**src/rtl/core/scs_pkg.sv**
```systemverilog
// Shared types and constants for the shortest common supersequence block.
// Holds the microcode word layout, datapath actions and jump conditions.
// Used by every module under rtl/core.
package scs_pkg;

    localparam int MAX_LEN = 32;
    localparam int LEN_W   = $clog2(MAX_LEN + 1);
    localparam int IDX_W   = (MAX_LEN > 1) ? $clog2(MAX_LEN) : 1;
    localparam int TAB_W   = 2 * IDX_W;
    localparam int N_W     = $clog2(2 * MAX_LEN + 1);
    localparam int BUF_W   = $clog2(2 * MAX_LEN);

    localparam logic [1:0] MODE_APPEND_A = 2'd0;
    localparam logic [1:0] MODE_APPEND_B = 2'd1;
    localparam logic [1:0] MODE_RUN      = 2'd2;

    localparam int PC_W = 4;
    typedef logic [PC_W-1:0] t_pc;

    localparam t_pc PC_IDLE      = 4'd0;
    localparam t_pc PC_SETUP     = 4'd1;
    localparam t_pc PC_ROW       = 4'd2;
    localparam t_pc PC_READ      = 4'd3;
    localparam t_pc PC_CELL      = 4'd4;
    localparam t_pc PC_ROW_END   = 4'd5;
    localparam t_pc PC_TB_INIT   = 4'd6;
    localparam t_pc PC_TB_READ   = 4'd7;
    localparam t_pc PC_TB_STEP   = 4'd8;
    localparam t_pc PC_LO_READ   = 4'd9;
    localparam t_pc PC_LO_STEP   = 4'd10;
    localparam t_pc PC_EMIT_INIT = 4'd11;
    localparam t_pc PC_EMIT_READ = 4'd12;
    localparam t_pc PC_EMIT      = 4'd13;
    localparam t_pc PC_EMIT_NEXT = 4'd14;
    localparam t_pc PC_RETURN    = 4'd15;

    typedef enum logic [3:0] {
        A_NOP,
        A_IDLE,
        A_SETUP,
        A_ROW,
        A_CELL,
        A_ROW_END,
        A_TB_INIT,
        A_TB_STEP,
        A_LO_STEP,
        A_EMIT_INIT,
        A_EMIT
    } t_action;

    typedef enum logic [3:0] {
        C_NEVER,
        C_ALWAYS,
        C_NO_RUN,
        C_EMPTY,
        C_J_MORE,
        C_I_MORE,
        C_IJ_ZERO,
        C_BOTH_ZERO,
        C_N_ZERO,
        C_OUT_BUSY,
        C_K_MORE
    } t_cond;

    typedef struct packed {
        t_action action;
        t_cond   cond;
        t_pc     target;
    } t_uword;

    typedef struct packed {
        logic run;
        logic empty;
        logic j_more;
        logic i_more;
        logic ij_zero;
        logic both_zero;
        logic n_zero;
        logic out_busy;
        logic k_more;
    } t_status;

endpackage

```
**src/rtl/core/scs_ucode_rom.sv**
```systemverilog
// Control store: one microcode word per step of the supersequence program.
// Depends on scs_pkg for the word layout and step addresses.
module scs_ucode_rom
    import scs_pkg::*;
(
    input  t_pc    i_pc,
    output t_uword o_uword
);

    always_comb begin
        unique case (i_pc)
            PC_IDLE:      o_uword = '{A_IDLE,      C_NO_RUN,    PC_IDLE};
            PC_SETUP:     o_uword = '{A_SETUP,     C_EMPTY,     PC_TB_INIT};
            PC_ROW:       o_uword = '{A_ROW,       C_NEVER,     PC_IDLE};
            PC_READ:      o_uword = '{A_NOP,       C_NEVER,     PC_IDLE};
            PC_CELL:      o_uword = '{A_CELL,      C_J_MORE,    PC_READ};
            PC_ROW_END:   o_uword = '{A_ROW_END,   C_I_MORE,    PC_ROW};
            PC_TB_INIT:   o_uword = '{A_TB_INIT,   C_NEVER,     PC_IDLE};
            PC_TB_READ:   o_uword = '{A_NOP,       C_IJ_ZERO,   PC_LO_READ};
            PC_TB_STEP:   o_uword = '{A_TB_STEP,   C_ALWAYS,    PC_TB_READ};
            PC_LO_READ:   o_uword = '{A_NOP,       C_BOTH_ZERO, PC_EMIT_INIT};
            PC_LO_STEP:   o_uword = '{A_LO_STEP,   C_ALWAYS,    PC_LO_READ};
            PC_EMIT_INIT: o_uword = '{A_EMIT_INIT, C_N_ZERO,    PC_IDLE};
            PC_EMIT_READ: o_uword = '{A_NOP,       C_NEVER,     PC_IDLE};
            PC_EMIT:      o_uword = '{A_EMIT,      C_OUT_BUSY,  PC_EMIT};
            PC_EMIT_NEXT: o_uword = '{A_NOP,       C_K_MORE,    PC_EMIT_READ};
            PC_RETURN:    o_uword = '{A_NOP,       C_ALWAYS,    PC_IDLE};
            default:      o_uword = '{A_NOP,       C_ALWAYS,    PC_IDLE};
        endcase
    end

endmodule

```
**src/rtl/core/scs_seq.sv**
```systemverilog
// Step counter of the microcode sequencer with conditional jumps.
// Depends on scs_pkg and scs_ucode_rom.
module scs_seq
    import scs_pkg::*;
(
    input  logic    i_clk,
    input  logic    i_rst_n,
    input  t_status i_status,
    output t_uword  o_uword
);

    t_pc    r_pc;
    t_pc    n_pc;
    logic   take;
    t_uword uword;

    scs_ucode_rom u_rom (
        .i_pc    (r_pc),
        .o_uword (uword)
    );

    always_comb begin
        case (uword.cond)
            C_NEVER:     take = 1'b0;
            C_ALWAYS:    take = 1'b1;
            C_NO_RUN:    take = !i_status.run;
            C_EMPTY:     take = i_status.empty;
            C_J_MORE:    take = i_status.j_more;
            C_I_MORE:    take = i_status.i_more;
            C_IJ_ZERO:   take = i_status.ij_zero;
            C_BOTH_ZERO: take = i_status.both_zero;
            C_N_ZERO:    take = i_status.n_zero;
            C_OUT_BUSY:  take = i_status.out_busy;
            C_K_MORE:    take = i_status.k_more;
            default:     take = 1'b0;
        endcase
    end

    always_comb begin
        n_pc = take ? uword.target : t_pc'(r_pc + 1'b1);
    end

    always_ff @(posedge i_clk) begin
        if (!i_rst_n) begin
            r_pc <= PC_IDLE;
        end else begin
            r_pc <= n_pc;
        end
    end

    assign o_uword = uword;

endmodule

```
**config.mk**
```make
export PLATFORM = sky130hd
export DESIGN_NAME = scs_seq
export DESIGN_NICKNAME = d
export VERILOG_FILES = /design/src/rtl/core/scs_pkg.sv /design/src/rtl/core/scs_ucode_rom.sv /design/src/rtl/core/scs_seq.sv
export SDC_FILE = /design/constraint.sdc
export NUM_CORES = 1
export LEC_CHECK = 0
export ABC_AREA = 1
export ABC_CLOCK_PERIOD_IN_PS = 1900
export BUFFER_PORTS_ARGS = -buffer_cell sky130_fd_sc_hd__buf_2
export CAP_MARGIN = 15
export CORE_ASPECT_RATIO = 0.8
export CORE_MARGIN = 2
export CORE_UTILIZATION = 42
export CTS_BUF_LIST = sky130_fd_sc_hd__clkbuf_4
export DETAILED_ROUTE_END_ITERATION = 8
export PLACE_DENSITY = 0.73
export SETUP_SLACK_MARGIN = 0.3
export SLEW_MARGIN = 10
export SYNTH_ARGS = -nofsm -noshare
export SYNTH_HDL_FRONTEND = slang
export SYNTH_SLANG_ARGS = --single-unit
```
**constraint.sdc**
```tcl
create_clock -name i_clk -period 1.9 [get_ports i_clk]
set_input_delay 0.19 -clock i_clk [delete_from_list [all_inputs] [get_ports i_clk]]
set_output_delay 0.19 -clock i_clk [all_outputs]
set_load 0.1 [all_outputs]
```
==> results of run 1 <==
[area by class of cell]
class	instances	area, sq um
Multi-Input combinational cell	99	765.7
Fill cell	165	713.2
Sequential cell	16	339.1
Timing Repair Buffer	38	246.5
Inverter	20	92.59
Tap cell	25	31.28
Clock buffer	3	22.52
Clock inverter	1	3.754
[critical path: cells and delay by family, from the launching register on]
kind / cells / cell delay [ns]
buffers and inverters: 2 / 0.14
and+or+nand+nor: 10 / 1.06
DFF: 1 / 0.40
adders and majority gates: 1 / 0.18
[metrics by stage]
step	worst slack, ns	instance area (sq um)	TNS (ns)	hold WS [ns]	std cells
4_1_cts	0.07719	1428	0	0.3439	199
3_3_place_gp	0.02013	1204	0	0.6266	182
6_report	0.01659	1501	0	0.3594	202
5_1_grt	-0.1251	1501	-0.6955	0.3750	202
2_1_floorplan	-0.04564	1082	-0.2105	0.5771	137
3_5_place_dp	-0.01100	1204	-0.01100	0.6335	182
[cell families (layout without fill, tap and decap cells)]
logic type	Yosys count	count (layout)	synth area share, %
AOI/OAI and AO/OA	9	9	7.274
buffers and inverters	23	62	10.11
DFF	16	16	31.57
adders and majority gates	6	6	7.398
and+or+nand+nor	81	82	41.92
xor gates and xnor gates	2	2	1.727
[layer usage]
metal	vias to the layer above	track usage (%)	wire [microns]
met2	35	39.11	1463
met5	-	0	0
met1	493	24.19	1179
li1	517	-	-
met4	0	14.55	86
met3	7	2.703	134
[worst min path at each step]
stage / endpoint / slack (ns)
3_5_place_dp: u_rom.o_uword[3]$_DFF_P_ / 0.63
6_report: u_rom.o_uword[3]$_DFF_P_ / 0.36
4_1_cts: u_rom.o_uword[3]$_DFF_P_ / 0.34
2_1_floorplan: u_rom.o_uword[7]$_SDFF_PN0_ / 0.58
3_3_place_gp: r_pc[1]$_SDFF_PN0_ / 0.63
5_1_grt: u_rom.o_uword[7]$_SDFF_PN0_ / 0.38
[synth_stat cells (all sizes together)]
master	number	area, sq um
nand2	40	167.7
nand3	22	152.7
inv	19	71.32
dfxtp	16	320.3
nor2	13	66.31
ha	6	75.07
nand4	4	25.02
o21bai	4	45.04
a21oi	3	15.01
buf	3	27.52
o21ai	2	13.76
and3	1	6.260
clkinv	1	3.750
nand3b	1	7.510
xnor2	1	8.760
xor2	1	8.760
[flip-flops by register name, indices dropped and copies added (netlist names)]
name           count
r_pc               4
u_rom.o_uword     12
[timing repair]
| item | CTS | global route |
|---|---|---|
| pin swaps | 12 | 22 |
| buffers inserted | 12 | 3 |
| endpoints found under the setup margin | 12 | 12 |
| gates resized for setup | 20 | 14 |
| gates cloned | 1 | 0 |
[cell usage in the layout, fill, tap and decap left out, drive strengths merged]
cell type / instances
nand2: 40
buf: 38
nand3: 23
inv: 19
dfxtp: 16
nor2: 13
ha: 6
nand4: 4
o21bai: 4
clkbuf: 3
a21oi: 3
clkinv: 2
o21ai: 2
nand3b: 1
xor2: 1
xnor2: 1
and3: 1
==> impl_metrics.py, run 1 <==
metrics = {
    "setup_path": {
        "cpPeakStageDelay_ns": 0.40,
        "end_kind": "flip-flop",
        "regToRegStartpoint": "u_rom.o_uword[6]$_DFF_P_",
        "cp_slowest_cell": "dfxtp_4",
        "required_ns": 2.10,
        "rr_worst_depth": 13,
        "rrSetupSlack_ns": 0.02,
        "critPathMaxFanout": 6,
        "cp.arrival_ns": 2.08,
        "setup.worst_path.end": "u_rom.o_uword[11]$_SDFF_PN0_",
        "r2r_end": "u_rom.o_uword[11]$_SDFF_PN0_",
        "startpoint_type": "flip-flop",
        "crit_type": "reg2reg",
        "crit_path_start": "u_rom.o_uword[6]$_DFF_P_",
        "worstPathCellList": "nor2_4 -> nand2_1 -> nand2_1 -> nand2_2 -> nand3_4 -> nor2_4 -> nand2_2 -> nand3_4 -> inv_4 -> ha_4 -> inv_4 -> nand4_1 -> and3_1",
    },
    "clock_tree": {
        "clock_tree.buffer_depth": 2,
        "clock_sinks": 16,
        "cts-root-buf": "clkbuf_4",
        "cts_tree": "built",
        "cts_buffers": 3,
        "htreeDepth": 1,
        "clk_pin_slew_worst_paths_ns": 0.09,
        "clock_latency_ns": 0.30,
        "cts-hold-fix-buffers": 0,
    },
    "yosys": {
        "yosys_warnings": 0,
        "syn_nets": 154,
        "ys_seq_elements": 16,
        "synth_cell_types": 27,
        "yosysSeqAreaShare_pct": 31.57,
        "avgSynthCellArea_sq_um": 7.407,
        "netlist_area_sq_um": 1015,
        "synthCells": 137,
    },
    "detailed_routing": {
        "wl_per_cell_microns": 14.17,
        "via_count": 1052,
        "wl_microns": 2863,
        "drt_iter0_drc": 60,
        "dr.pass1.iters": 6,
        "drc_errors": 4,
        "via_per_inst": 5.208,
        "ant_nets": 0,
    },
    "worst_hold_path": {
        "whs_path_depth": 3,
        "min_from": "i_rst_n",
        "min_path_type": "in2reg",
    },
    "placed_design": {
        "dpl.hpwl_microns": 1781,
        "port_buffers": 22,
        "gp_congestion": 0.8456,
    },
    "floorplanning": {
        "core_region_area_sq_um": 2215,
        "die_w_microns": 58.96,
        "start_util_pct": 45.82,
        "fp-row-count": 15,
        "dieArea_sq_um": 2828,
        "dieHeight_microns": 47.97,
        "io_pins": 23,
    },
    "timing": {
        "setup_viol": 0,
        "clock_skew_ns": 0.005533,
        "finalMaxSlewViolations": 0,
        "slew_headroom_pct": 67.52,
        "fin_crit_ns": 1.883,
        "rsz0062_at_grt": "true",
        "report.final.hold_viol_count": 0,
        "clock.fmax_ghz": 0.5310,
        "fin_crit_sh_pct": 99.13,
        "worst_slew_pin_slew_ns": 0.4906,
    },
    "global_route": {
        "grt_remaining_overflow": 0,
        "grt_pass1_wl_microns": 4257,
        "grt_util_all_layers_pct": 21.44,
        "grt_pass1_vias": 943,
        "antenna_found_initial": 0,
        "grt_start_max_net_pins": 15,
    },
    "layout": {
        "diodes": 0,
        "drive_above_1_share_pct": 58.19,
        "area_delta_synth_final_pct": 47.97,
        "nets": 195,
        "final_util_pct": 67.80,
    },
    "run": {
        "maxCapViolations": 0,
    },
    "outcome": {
        "status": "finished with violations",
        "violations": "design-rule violations",
    },
}
Power of run 1 is not shown: default switching activity piles up to over one toggle a cycle in this logic, so the estimate is an artifact.
==> run 2, diff against run 1 <==
--- a/config.mk
+++ b/config.mk
@@ -5,7 +5,7 @@
 export SDC_FILE = /design/constraint.sdc
 export NUM_CORES = 1
 export LEC_CHECK = 0
-export ABC_AREA = 1
+export ABC_AREA = 0
 export ABC_CLOCK_PERIOD_IN_PS = 1900
 export BUFFER_PORTS_ARGS = -buffer_cell sky130_fd_sc_hd__buf_2
 export CAP_MARGIN = 15
==> run 2 against run 1 <==
Effect of this change:
- the flow finishes with violations (design-rule violations, negative setup slack)
- via count increased by 8.2%
- flip-flop and latch count unchanged
- final area increased by 14%
- worst setup slack got worse by 0.50 ns
- global-route usage increased by 2.8 points
- core utilization increased by 9.3 points
- die area decreased by 1.1%
- synthesized cell count decreased by 20%
- final cell count decreased by 0.50%
- critical path depth decreased by 3
- sequential share of layout area decreased by 2.9 points
- largest cell class unchanged
==> impl_metrics.py, run 2 <==
metrics = {
    "detailed_routing": {
        "dr.pass1.iters": 6,
        "wl_microns": 3407,
        "via_per_inst": 5.662,
        "wl_per_cell_microns": 16.95,
        "via_count": 1138,
        "drt_iter0_drc": 57,
        "ant_nets": 0,
        "drc_errors": 2,
    },
    "worst_hold_path": {
        "min_path_type": "in2reg",
    },
    "setup_path": {
        "cp.arrival_ns": 2.61,
        "critPathMaxFanout": 4,
        "worstPathCellList": "and2b_1 -> a221oi_2 -> o21ba_4 -> mux2i_4 -> nor2_4 -> inv_2 -> ha_4 -> inv_4 -> a221o_1 -> a211oi_2",
        "startpoint_type": "flip-flop",
        "crit_type": "reg2reg",
        "cpPeakStageDelay_ns": 0.37,
        "cp_slowest_cell": "dfxtp_4",
        "required_ns": 2.13,
        "critPathBufInv": 2,
        "crit_family": "compound AO/OA/AOI/OAI gates",
        "end_kind": "flip-flop",
    },
    "yosys": {
        "synthTopCellsByArea": "dfxtp_1, ha_1, mux2i_1",
        "ys_seq_elements": 16,
        "netlist.area_leader.share_pct": 31.96,
        "synth_common_cells": "dfxtp_1, inv_1, nand2_1, nor2_1, o21ai_0",
        "yosysSeqAreaShare_pct": 31.96,
        "avgSynthCellArea_sq_um": 9.111,
        "synth.most_common_cell": "dfxtp_1",
        "syn_nets": 127,
        "netlist_area_sq_um": 1002,
        "synth_cell_types": 41,
        "synthFlopType": "dfxtp_1",
        "yosys_warnings": 0,
        "synthCells": 110,
        "async_flop_share_pct": 0,
        "synth_edf_count": 0,
        "yosysTopAreaCell": "dfxtp_1",
    },
    "layout": {
        "drive_above_1_share_pct": 63.07,
        "largest_reg_flops": 12,
        "layout_common_cells": "buf_4, buf_2, dfxtp_1",
        "final_common_cell": "buf_4",
        "area_delta_synth_final_pct": 70.41,
        "diodes": 0,
        "nets": 194,
        "fin_cells": 201,
    },
    "global_route": {
        "antenna_found_initial": 0,
        "grt_start_max_net_pins": 11,
        "grt_remaining_overflow": 0,
        "grt_pass1_wl_microns": 4933,
        "grtUsageMet3_pct": 2.703,
        "met2_usage_pct": 42.47,
        "grt_pass1_vias": 1026,
        "grtUsageMet1_pct": 31.49,
        "top_usage_layer": "met2",
        "grt_util_all_layers_pct": 24.19,
    },
    "run": {
        "maxCapViolations": 0,
    },
    "placed_design": {
        "gp_congestion": 0.9130,
        "place_inst": 177,
        "port_buffers": 22,
        "dpl.hpwl_microns": 2143,
    },
    "outcome": {
        "violations": "design-rule violations, negative setup slack",
        "status": "finished with violations",
    },
    "timing": {
        "clock_skew_ns": 0.007317,
        "setup_viol": 14,
        "worst_slew_pin_slew_ns": 0.4645,
        "slew_headroom_pct": 68.71,
        "rsz0062_at_grt": "true",
        "fin_crit_sh_pct": 125.3,
        "finalWorstSetupSlack_ns": -0.4806,
        "report.final.hold_viol_count": 0,
        "tns_ns": -4.447,
        "clock.fmax_ghz": 0.4201,
        "finalMaxSlewViolations": 0,
        "fin_crit_ns": 2.381,
    },
    "floorplanning": {
        "core_region_area_sq_um": 2215,
        "dieArea_sq_um": 2795,
        "fp-row-count": 15,
        "die_w_microns": 58.62,
        "dieHeight_microns": 47.69,
        "start_util_pct": 45.25,
        "io_pins": 23,
    },
    "clock_tree": {
        "clock_latency_ns": 0.30,
        "htreeDepth": 1,
        "clock_sinks": 16,
        "cts_tree": "built",
        "clock_tree.buffer_depth": 2,
        "cts-root-buf": "clkbuf_4",
        "cts-hold-fix-buffers": 0,
        "clk_pin_slew_worst_paths_ns": 0.10,
        "cts_buffers": 3,
    },
    "pwr": {
        "ir_drop_uv": 1272,
        "power.density_nw_per_um2": 2054,
        "leakage_nw": 0.7771,
    },
}
[run 2: path summary, 6_finish.rpt]
| path | startpoint | end | slack, ns | cells past startpoint |
|---|---|---|---|---|
| worst max-delay path | u_rom.o_uword[4]$_DFF_P_ | u_rom.o_uword[5]$_DFF_P_ | -0.48 | 10 |
| worst min-delay path | i_rst_n | u_rom.o_uword[4]$_DFF_P_ | 0.21 | 2 |
| worst max register to register | u_rom.o_uword[4]$_DFF_P_ | u_rom.o_uword[5]$_DFF_P_ | -0.48 | 10 |
| worst min register to register | u_rom.o_uword[0]$_DFF_P_ | u_rom.o_uword[4]$_DFF_P_ | 0.72 | 4 |
[run 2: metal layers]
| metal | share of wire, % | vias up |
|---|---|---|
| met1 | 44 | 558 |
| li1 | - | 535 |
| met3 | 4.8 | 5 |
| met2 | 49 | 40 |
| met4 | 1.4 | 0 |
| met5 | 0 | - |
[run 2: final cells by class]
type | count | area [sq um]
clock buffers | 3 | 22.52
clock inverters | 1 | 3.754
fillers | 139 | 506.7
inverters | 10 | 47.55
multi-input cells | 82 | 798.3
flip-flops and latches | 16 | 335.3
well taps | 25 | 31.28
repair buffers | 64 | 469.2
[run 2: logic make-up (layout without fill, tap and decap cells)]
logic type | Yosys count | after routing | share of synthesized area (%)
AOI/OAI and AO/OA | 29 | 29 | 24.47
xor gates and xnor gates | 3 | 3 | 2.622
adders and majority gates | 6 | 6 | 7.490
buffers and inverters | 12 | 78 | 5.243
DFF | 16 | 16 | 31.96
muxes | 10 | 10 | 10.74
and+or+nand+nor | 34 | 34 | 17.48
[run 2: repair_timing]
| action | in CTS | in global routing |
|---|---|---|
| resized for setup | 35 | 12 |
| pin swaps | 14 | 13 |
| buffers inserted | 8 | 12 |
| setup endpoints to repair | 16 | 17 |
[run 2: stage by stage]
stage          hold slack [ns]  worst slack [ns]  power (W)  area [sq um]  util, %
2_1_floorplan           0.2964           -0.6702   0.002022          1065        -
3_3_place_gp            0.5170           -0.4021   0.002544          1356    61.24
3_5_place_dp            0.5209           -0.4147   0.002584          1356    61.24
4_1_cts                 0.2054           -0.3657   0.003158          1564    70.62
5_1_grt                 0.2032           -0.5710   0.003674          1708    77.12
6_report                0.2080           -0.4806   0.003508          1708    77.12
[run 2: where the power goes]
| group | leakage [nW] | internal, W | switching, W |
|---|---|---|---|
| registers | 0.134 | 0.000463 | 0.000121 |
| logic | 0.628 | 0.00120 | 0.00153 |
| clock network | 0.0154 | 0.0000768 | 0.000115 |
| total | 0.777 | 0.00174 | 0.00177 |
Power figures use the tool's default switching activity.
==> run 3, diff against run 2 <==
--- a/config.mk
+++ b/config.mk
@@ -15,7 +15,7 @@
 export CTS_BUF_LIST = sky130_fd_sc_hd__clkbuf_4
 export DETAILED_ROUTE_END_ITERATION = 8
 export PLACE_DENSITY = 0.73
-export SETUP_SLACK_MARGIN = 0.3
+export SETUP_SLACK_MARGIN = 0.05
 export SLEW_MARGIN = 10
 export SYNTH_ARGS = -nofsm -noshare
 export SYNTH_HDL_FRONTEND = slang
==> run 3 against run 2 <==
Effect of this change:
- the flow still finishes with violations (design-rule violations, negative setup slack)
- core utilization shrank 6.7 points
- first-iteration DRC count up 3.5%
- final area down 8.7%
- count of clock-buffer cells in the layout rose by 1
- global-route usage fell by 1.2 points
- worst hold slack gained 0.027 ns
- final cell count down 5.5%
- non-clock buffer count decreased by 11
==> impl_metrics.py, run 3 (synthesized netlist as in run 2, its figures left out) <==
metrics = {
    "floorplanning": {
        "fp-row-count": 15,
        "io_pins": 23,
        "dieArea_sq_um": 2795,
        "start_util_pct": 45.25,
        "die_w_microns": 58.62,
        "core_region_area_sq_um": 2215,
        "dieHeight_microns": 47.69,
    },
    "setup_path": {
        "crit_family": "compound AO/OA/AOI/OAI gates",
        "required_ns": 2.11,
        "critPathMaxFanout": 5,
        "crit_type": "reg2reg",
        "startpoint_type": "flip-flop",
        "cp_slowest_cell": "dfxtp_4",
        "crit_path_start": "u_rom.o_uword[4]$_DFF_P_",
        "cpPeakStageDelay_ns": 0.38,
        "rr_worst_depth": 10,
        "critPathBufInv": 2,
        "end_kind": "flip-flop",
        "crit_cells": 10,
        "regToRegStartpoint": "u_rom.o_uword[4]$_DFF_P_",
        "worstPathCellList": "and2b_2 -> a221oi_4 -> o21ba_4 -> o211ai_1 -> inv_2 -> ha_4 -> inv_1 -> and3_2 -> a221o_1 -> a211oi_2",
        "r2r_end": "u_rom.o_uword[5]$_DFF_P_",
        "cp.arrival_ns": 2.59,
        "rrSetupSlack_ns": -0.48,
    },
    "placed_design": {
        "postPlaceCellArea_sq_um": 1356,
        "dpl.hpwl_microns": 2149,
        "gp_congestion": 0.8692,
        "port_buffers": 22,
    },
    "outcome": {
        "violations": "design-rule violations, negative setup slack",
        "status": "finished with violations",
    },
    "layout": {
        "final_common_cell": "buf_4",
        "nets": 183,
        "diodes": 0,
        "largest_reg_flops": 12,
        "final_area_sq_um": 1559,
        "layout_common_cells": "buf_4, buf_2, dfxtp_1",
        "area_delta_synth_final_pct": 55.56,
        "drive_above_1_share_pct": 56.97,
    },
    "worst_hold_path": {
        "min_from": "i_rst_n",
        "whs_path_depth": 2,
        "min_path_type": "in2reg",
        "holdPathEnd": "u_rom.o_uword[4]$_DFF_P_",
    },
    "global_route": {
        "grt_remaining_overflow": 0,
        "antenna_found_initial": 0,
        "grt_start_max_net_pins": 11,
        "grt_pass1_vias": 1002,
        "grt_pass1_wl_microns": 4692,
        "grt_util_all_layers_pct": 22.96,
    },
    "detailed_routing": {
        "via_per_inst": 5.495,
        "via_count": 1044,
        "wl_per_cell_microns": 16.17,
        "drc_errors": 2,
        "dr.pass1.iters": 6,
        "drt_iter0_drc": 59,
        "ant_nets": 0,
        "wl_microns": 3072,
    },
    "timing": {
        "slew_headroom_pct": 67.80,
        "clock.fmax_ghz": 0.4207,
        "finalMaxSlewViolations": 0,
        "finalWorstSetupSlack_ns": -0.4768,
        "report.final.hold_viol_count": 0,
        "fin_crit_sh_pct": 125.1,
        "fin_crit_ns": 2.377,
        "setup_viol": 14,
        "rsz0062_at_grt": "true",
        "worst_slew_pin_slew_ns": 0.4795,
        "clock_skew_ns": 0.009716,
    },
    "clock_tree": {
        "htreeDepth": 1,
        "cts-hold-fix-buffers": 0,
        "cts_buffers": 3,
        "cts-root-buf": "clkbuf_4",
        "clock_latency_ns": 0.29,
        "clock_tree.buffer_depth": 2,
        "clk_pin_slew_worst_paths_ns": 0.10,
        "clock_sinks": 16,
        "cts_tree": "built",
    },
    "run": {
        "maxCapViolations": 0,
    },
}
[run 3: final cells by class]
| class | instances | area, sq um |
|---|---|---|
| repair buffers | 53 | 366.6 |
| flip-flops and latches | 16 | 335.3 |
| inverters | 10 | 45.04 |
| multi-input cells | 82 | 750.7 |
| clock buffers | 4 | 30.03 |
| fillers | 179 | 655.6 |
| well taps | 25 | 31.28 |
[run 3: what timing repair did]
action	4_1_cts	5_1_grt
buffers inserted	7	2
endpoints found under the setup margin	14	15
pin swaps	8	3
gates resized for setup	17	7
endpoints found under the hold margin	0	0
[run 3: worst register-to-register path, delay by kind of cell (launching register included)]
family                     cells  cell delay [ns]
AOI/OAI and AO/OA              5             1.13
adders and majority gates      1             0.16
buffers and inverters          2             0.21
DFF                            1             0.38
and+or+nand+nor                2             0.43
[run 3: worst max path at each step]
| stage | end | slack, ns |
|---|---|---|
| 6_report | u_rom.o_uword[5]$_DFF_P_ | -0.48 |
| 5_1_grt | u_rom.o_uword[5]$_DFF_P_ | -0.60 |
| 4_1_cts | u_rom.o_uword[5]$_DFF_P_ | -0.42 |
| 3_5_place_dp | u_rom.o_uword[9]$_DFF_P_ | -0.53 |
| 3_3_place_gp | u_rom.o_uword[9]$_DFF_P_ | -0.41 |
| 2_1_floorplan | u_rom.o_uword[5]$_DFF_P_ | -0.67 |
[run 3: metrics by stage]
step                      util (%)  worst slack, ns  hold WS [ns]  cells  setup TNS (ns)
after floorplan                  -          -0.6702        0.2964    110          -6.237
after global placement       61.24          -0.4115        0.5173    177          -3.833
after detailed placement     61.24          -0.5334        0.5445    177          -5.241
after CTS                    68.31          -0.4237        0.2337    188          -3.907
after global routing         70.40          -0.6002        0.2514    190          -5.984
final                        70.40          -0.4768        0.2353    190          -4.683
[run 3: routing by layer]
layer	vias up	GRT usage [%]	wire length, microns	share of wire [%]
li1	511	-	-	-
met4	0	10.00	67	2.2
met3	8	1.892	252	8.2
met5	-	0	0	0
met1	479	31.21	1319	43
met2	46	38.43	1432	47
Power of run 3 is left out for the same reason.
